**src/design/mersenne_twister_generator_top_defines.svh**
```systemverilog
// Assertion macros for the MT19937 generator.
// Used by mersenne_twister_generator_top; needs no other file.
`ifndef MERSENNE_TWISTER_GENERATOR_TOP_DEFINES_SVH
`define MERSENNE_TWISTER_GENERATOR_TOP_DEFINES_SVH
`ifndef SYNTH
`define MTG_ASSERT(lbl, clk, rst_n, prop) \
	lbl: assert property (@(posedge clk) disable iff (!rst_n) prop) \
		else $error("mtg: check failed");
`define MTG_ASSERT_NEXT(lbl, clk, rst_n, ante, cons) \
	lbl: assert property (@(posedge clk) disable iff (!rst_n) (ante) |=> (cons)) \
		else $error("mtg: check failed");
`else
`define MTG_ASSERT(lbl, clk, rst_n, prop)
`define MTG_ASSERT_NEXT(lbl, clk, rst_n, ante, cons)
`endif
`endif

```
**src/design/mtg_pkg.sv**
```systemverilog
// Shared types, constants and the tempering function of the MT19937 generator.
// Depends on nothing; used by mtg_front, mtg_back and the top level.
`timescale 1ns / 1ps
`default_nettype none
package mtg_pkg;
	localparam int STATE_WORDS  = 624;
	localparam int TWIST_OFFSET = 397;
	localparam int QUEUE_DEPTH  = 2;

	localparam logic [31:0] TWIST_MATRIX = 32'h9908b0df;
	localparam logic [31:0] INIT_MUL     = 32'd1812433253;
	localparam logic [31:0] TEMPER_B     = 32'h9d2c5680;
	localparam logic [31:0] TEMPER_C     = 32'hefc60000;

	localparam logic [1:0] CMD_SEED   = 2'd0;
	localparam logic [1:0] CMD_DRAW32 = 2'd1;
	localparam logic [1:0] CMD_DRAW64 = 2'd2;
	localparam logic [1:0] CMD_UNUSED = 2'd3;

	typedef enum logic [1:0] {
		OP_SEED,
		OP_DRAW32,
		OP_DRAW64
	} op_t;

	typedef struct packed {
		logic        valid;
		op_t         op;
		logic [31:0] seed;
	} job_t;

	typedef enum logic [3:0] {
		ST_IDLE,
		ST_SD_FIRST,
		ST_SD_MUL,
		ST_SD_WR,
		ST_TW_INIT,
		ST_TW_LOAD,
		ST_TW_FAR,
		ST_TW_WR,
		ST_DR_RD,
		ST_DR_TEMP
	} back_state_t;

	function automatic logic [31:0] temper(input logic [31:0] w);
		logic [31:0] r;
		r = w ^ (w >> 11);
		r = r ^ ((r << 7) & TEMPER_B);
		r = r ^ ((r << 15) & TEMPER_C);
		r = r ^ (r >> 18);
		return r;
	endfunction
endpackage
`default_nettype wire

```
**src/design/mtg_stream_if.sv**
```systemverilog
// Request and response channel interfaces of the MT19937 generator.
// Self-contained; used by the front, the back and the top level.
`timescale 1ns / 1ps
`default_nettype none
interface mtg_req_if;
	logic        valid;
	logic        ready;
	logic [1:0]  cmd;
	logic [31:0] seed_value;
	modport source (output valid, output cmd, output seed_value, input ready);
	modport sink (input valid, input cmd, input seed_value, output ready);
endinterface

`default_nettype wire

```
**src/design/mtg_front.sv**
```systemverilog
// Front of the MT19937 generator: takes requests, classifies them, queues jobs.
// Depends on mtg_pkg and mtg_req_if.
`timescale 1ns / 1ps
`default_nettype none
module mtg_front (
	input  wire logic   clk,
	input  wire logic   arst_n,
	mtg_req_if.sink     req,
	output mtg_pkg::job_t job,
	input  wire logic   pop
);
	localparam int QD = mtg_pkg::QUEUE_DEPTH;
	localparam int PW = (QD > 1) ? $clog2(QD) : 1;
	localparam int CW = $clog2(QD + 1);

	mtg_pkg::op_t op_q [QD];
	logic [31:0]  seed_q [QD];
	logic [PW-1:0] wr_q, rd_q;
	logic [CW-1:0] cnt_q;
	logic          accept, enq, deq;
	mtg_pkg::op_t  op_in;

	assign req.ready = (cnt_q != CW'(QD));
	assign accept    = req.valid && req.ready;
	assign enq       = accept && (req.cmd != mtg_pkg::CMD_UNUSED);
	assign deq       = pop && (cnt_q != '0);

	always_comb begin
		case (req.cmd)
			mtg_pkg::CMD_SEED:   op_in = mtg_pkg::OP_SEED;
			mtg_pkg::CMD_DRAW32: op_in = mtg_pkg::OP_DRAW32;
			default:             op_in = mtg_pkg::OP_DRAW64;
		endcase
	end

	always_ff @(posedge clk or negedge arst_n) begin
		if (!arst_n) begin
			wr_q  <= '0;
			rd_q  <= '0;
			cnt_q <= '0;
		end else begin
			if (enq) begin
				wr_q <= (wr_q == PW'(QD - 1)) ? '0 : wr_q + 1'b1;
			end
			if (deq) begin
				rd_q <= (rd_q == PW'(QD - 1)) ? '0 : rd_q + 1'b1;
			end
			if (enq && !deq) begin
				cnt_q <= cnt_q + 1'b1;
			end else if (deq && !enq) begin
				cnt_q <= cnt_q - 1'b1;
			end
		end
	end

	always_ff @(posedge clk) begin
		if (enq) begin
			op_q[wr_q]   <= op_in;
			seed_q[wr_q] <= req.seed_value;
		end
	end

	assign job.valid = (cnt_q != '0);
	assign job.op    = op_q[rd_q];
	assign job.seed  = seed_q[rd_q];
endmodule
`default_nettype wire

```
**src/flat_wrapper.sv**
```systemverilog
// flat-port wrapper written by rule: the top's interface ports become plain ports
module mtg_front_flat 
  (clk, arst_n, job, pop, req_valid, req_cmd, req_seed_value, req_ready);
  mtg_req_if req_i ();
  input  wire logic clk;
  input  wire logic arst_n;
  output mtg_pkg::job_t job;
  input  wire logic pop;
  input wire logic [$bits(req_i.valid)-1:0] req_valid;
  input wire logic [$bits(req_i.cmd)-1:0] req_cmd;
  input wire logic [$bits(req_i.seed_value)-1:0] req_seed_value;
  output wire logic [$bits(req_i.ready)-1:0] req_ready;
  assign req_i.valid = req_valid;
  assign req_i.cmd = req_cmd;
  assign req_i.seed_value = req_seed_value;
  assign req_ready = req_i.ready;
  mtg_front u_core (.clk(clk), .arst_n(arst_n), .req(req_i), .job(job), .pop(pop));
endmodule
```
**config.mk**
```make
export PLATFORM = sky130hd
export DESIGN_NAME = mtg_front_flat
export DESIGN_NICKNAME = d
export VERILOG_FILES = /design/src/design/mersenne_twister_generator_top_defines.svh /design/src/design/mtg_pkg.sv /design/src/design/mtg_stream_if.sv /design/src/design/mtg_front.sv /design/src/flat_wrapper.sv
export SDC_FILE = /design/constraint.sdc
export NUM_CORES = 1
export LEC_CHECK = 0
export BUFFER_PORTS_ARGS = -buffer_cell sky130_fd_sc_hd__buf_2
export CAP_MARGIN = 20
export CORE_UTILIZATION = 56
export DETAILED_ROUTE_END_ITERATION = 6
export GPL_TIMING_DRIVEN = 0
export HOLD_SLACK_MARGIN = 0.02
export PLACE_DENSITY = 0.85
export SYNTH_ARGS = -nofsm -noshare
export SYNTH_HDL_FRONTEND = slang
export SYNTH_SLANG_ARGS = --single-unit
```
**constraint.sdc**
```tcl
create_clock -name clk -period 6.83 [get_ports clk]
set_input_delay 1.7075 -clock clk [delete_from_list [all_inputs] [get_ports clk]]
set_output_delay 1.7075 -clock clk [all_outputs]
set_load 0.01 [all_outputs]
```
==> qor.csv <==
metric;value;unit
fraction of power consumed by the clock network;24.1;%
GPL Wtd Cong;0.690;
Cells after Synth;128;
max_slew headroom;34.6;%
Worst-path clk slew;0.07;ns
R2R Setup Slk;4.93;ns
Die X;73.0;um
WL met2;2280;um
Starting DRT DRC Count;48;
FILL cells;299;
Pre-Repair DR Iteration Count;4;
syn_area_per_cell;22.0;um2
CP Data Required Time;5.12;ns
Hold Path Class;reg2reg;
Hold Path End;u_core.cnt_q[1];
area of the multi-input gates;611;um2
post-synthesis register bit count;72;
Seq/Total Area, Yosys;76.0;%
fraction of registers with async set/reset;5.56;%
I/O Buffers;73;
Critical Path Start;u_core.rd_q;
sequential group share of total power;42.4;%
commonest non-fill, non-tap cell in the layout;buf_2;
WL/cell;15.1;um
Starting Density;58.9;%
core region area;4790;um2
Reg2Reg Depth;3;
RR Endpoint;u_core.seed_q[1][1];
Ys Warns;0;
Die Ht;73.0;um
Slew Limit Fails;0;
post-cts gate resize count;0;
routed via count;1400;
Worst-Skew Late Latency;0.33;ns
Remaining Overflow, GRT;0;
CTS Buf Count;9;
worst path arrival time;1.46;ns
post-layout min period;3.17;ns
pin count of the biggest net entering global routing;35;
# setup viols final;0;
TritonCTS clock tree;built;
nets@finish;251;
cell row count;25;
EDFF count, synth;68;
period utilisation layout;46.4;%
Sw Pwr;0.401;mW
DP Area;3280;um2
dominant synthesized flop cell;edfxtp_1;
FF-to-FF Start;u_core.cnt_q[0];
Root Buffer;clkbuf_8;
share of post-route cells with drive strength above 1;58.5;%
Int Power;1.04;mW
synth unique cells;17;
die area;5320;um2
critical path class;reg2out;
highest ir drop seen on vdd;331;uV
static leakage;1.41;nW
Worst Tran Pin Value;0.978;ns
most frequent cells in the layout;buf_2 (73), edfxtp_1 (68), mux2_4 (29), clkbuf_8 (9), mux2_2 (5);
Routed WL;4300;um
syn nets;167;
CP peak stage delay;0.37;ns
post-route cell area;3490;um2
CP endpoint kind;output port;
Post-CTS Setup Bufs;0;
io pins;74;
RSZ-0062 raised after global routing;no;
WL met3;289;um
Global Route Usage Sum;17.5;%
Highest Signal Layer;met4;
hold depth;1;
total of max-cap violations;0;
M1 wire length;1690;um
initial antenna violation count;0;
first-pass GRT wire length;6510;um
Sw Ratio;27.8;%
Comb power frac;33.5;%
Remaining DRCs;0;
Total Neg Setup Slack;0;ns
CTS max path bufs;2;
P&R area growth vs syn;23.9;%
Worst Hold Launch;u_core.cnt_q[1];
number of global-route vias before repair;1430;
startpoint types;flop;
status;finished, final reports clean;
Crit-path slowest cell;dfrtp_1;
Fin. Hold Viols;0;
ordered list of cells on the worst path;buf_6 > buf_12 > mux2_4 > buf_2;
crit path max fanout;10;
worst clock skew;0.00478;ns
hold_buf cts;0;
DPL Wire Length;2850;um
register area;2140;um2
CTS Sinks;72;
fmax;315;MHz
# diodes;0;
post-route ant nets;0;
vias per inst;4.93;
Netlist Area Pre-Place;2820;um2
power per cell area;413;nW/um2
H-tree Lvls;3;
-- per-layer routing --
metal  vias up  GRT usage (%)
met4         0           9.15
met3         4           6.08
met1       684           18.5
met5         -              0
li1        657              -
met2        55           30.7
-- layout make-up --
class	instances	share of cell area, %
Buffer	5	2.15
Multi-Input combinational cell	49	17.5
Clock inverter	7	2.47
Inverter	2	0.215
Clock buffer	9	3.54
Tap cell	67	2.40
Sequential cell	72	61.3
Timing Repair Buffer	73	10.5
-- power by group through the flow --
stage          Combinational [mW]  Sequential (mW)  Clock, mW
4_1_cts                     0.493            0.613      0.354
2_1_floorplan               0.353            0.613          0
3_5_place_dp                0.490            0.622          0
5_1_grt                     0.520            0.619      0.371
3_3_place_gp                0.472            0.618          0
6_report                    0.484            0.612      0.349
-- Yosys cell counts, types with 2 or more instances --
library cell	n	area (um2)
nor2_1	3	11.3
inv_1	2	7.51
edfxtp_1	68	2040
mux2_2	5	56.3
mux2_4	29	435
nand2_1	2	7.51
dfrtp_1	4	100
buf_12	3	60.1
xor2_1	2	17.5
xnor2_1	3	26.3
-- through the flow --
step / worst slack [ns] / hold slack [ns] / total power [mW] / cells / utilization [%]
final: 3.66 / 0.515 / 1.44 / 284 / 73.0
after global routing: 3.61 / 0.532 / 1.51 / 284 / 73.0
after detailed placement: 3.55 / 0.510 / 1.11 / 268 / 68.6
after CTS: 3.64 / 0.524 / 1.46 / 284 / 73.0
after floorplan: 3.07 / 0.456 / 0.966 / 128 / -
after global placement: 2.38 / 0.472 / 1.09 / 268 / 68.3
-- registers in the layout, indices dropped and copies added (netlist names) --
signal         flops
u_core.rd_q        1
u_core.wr_q        1
u_core.cnt_q       2
u_core.op_q        4
u_core.seed_q     64
-- cell families (layout without fill, tap and decap cells) --
logic type                 after synthesis  after routing  share of synthesized area, %
muxes                                   34             34                          17.4
xor gates and xnor gates                 5              5                          1.55
buffers and inverters                    7             96                          2.93
adders and majority gates                1              1                         0.444
DFF                                     72             72                          76.0
and+or+nand+nor                          9              9                          1.69
-- worst max-delay path: cells and delay by family (launching register included) --
kind	cells	cell delay [ns]
flip-flops	1	0.37
multiplexers	1	0.30
buffers and inverters	3	0.45
-- worst max path at each step --
stage	end	slack (ns)	cells after the start
floorplan	u_core.op_q[0][0]	3.07	3
global placement	u_core.seed_q[1][2]	2.38	4
detailed placement	u_core.seed_q[1][5]	3.55	4
CTS	job[14]	3.64	4
global route	job[14]	3.61	4
finish	job[14]	3.66	4
Power figures use the tool's default switching activity.
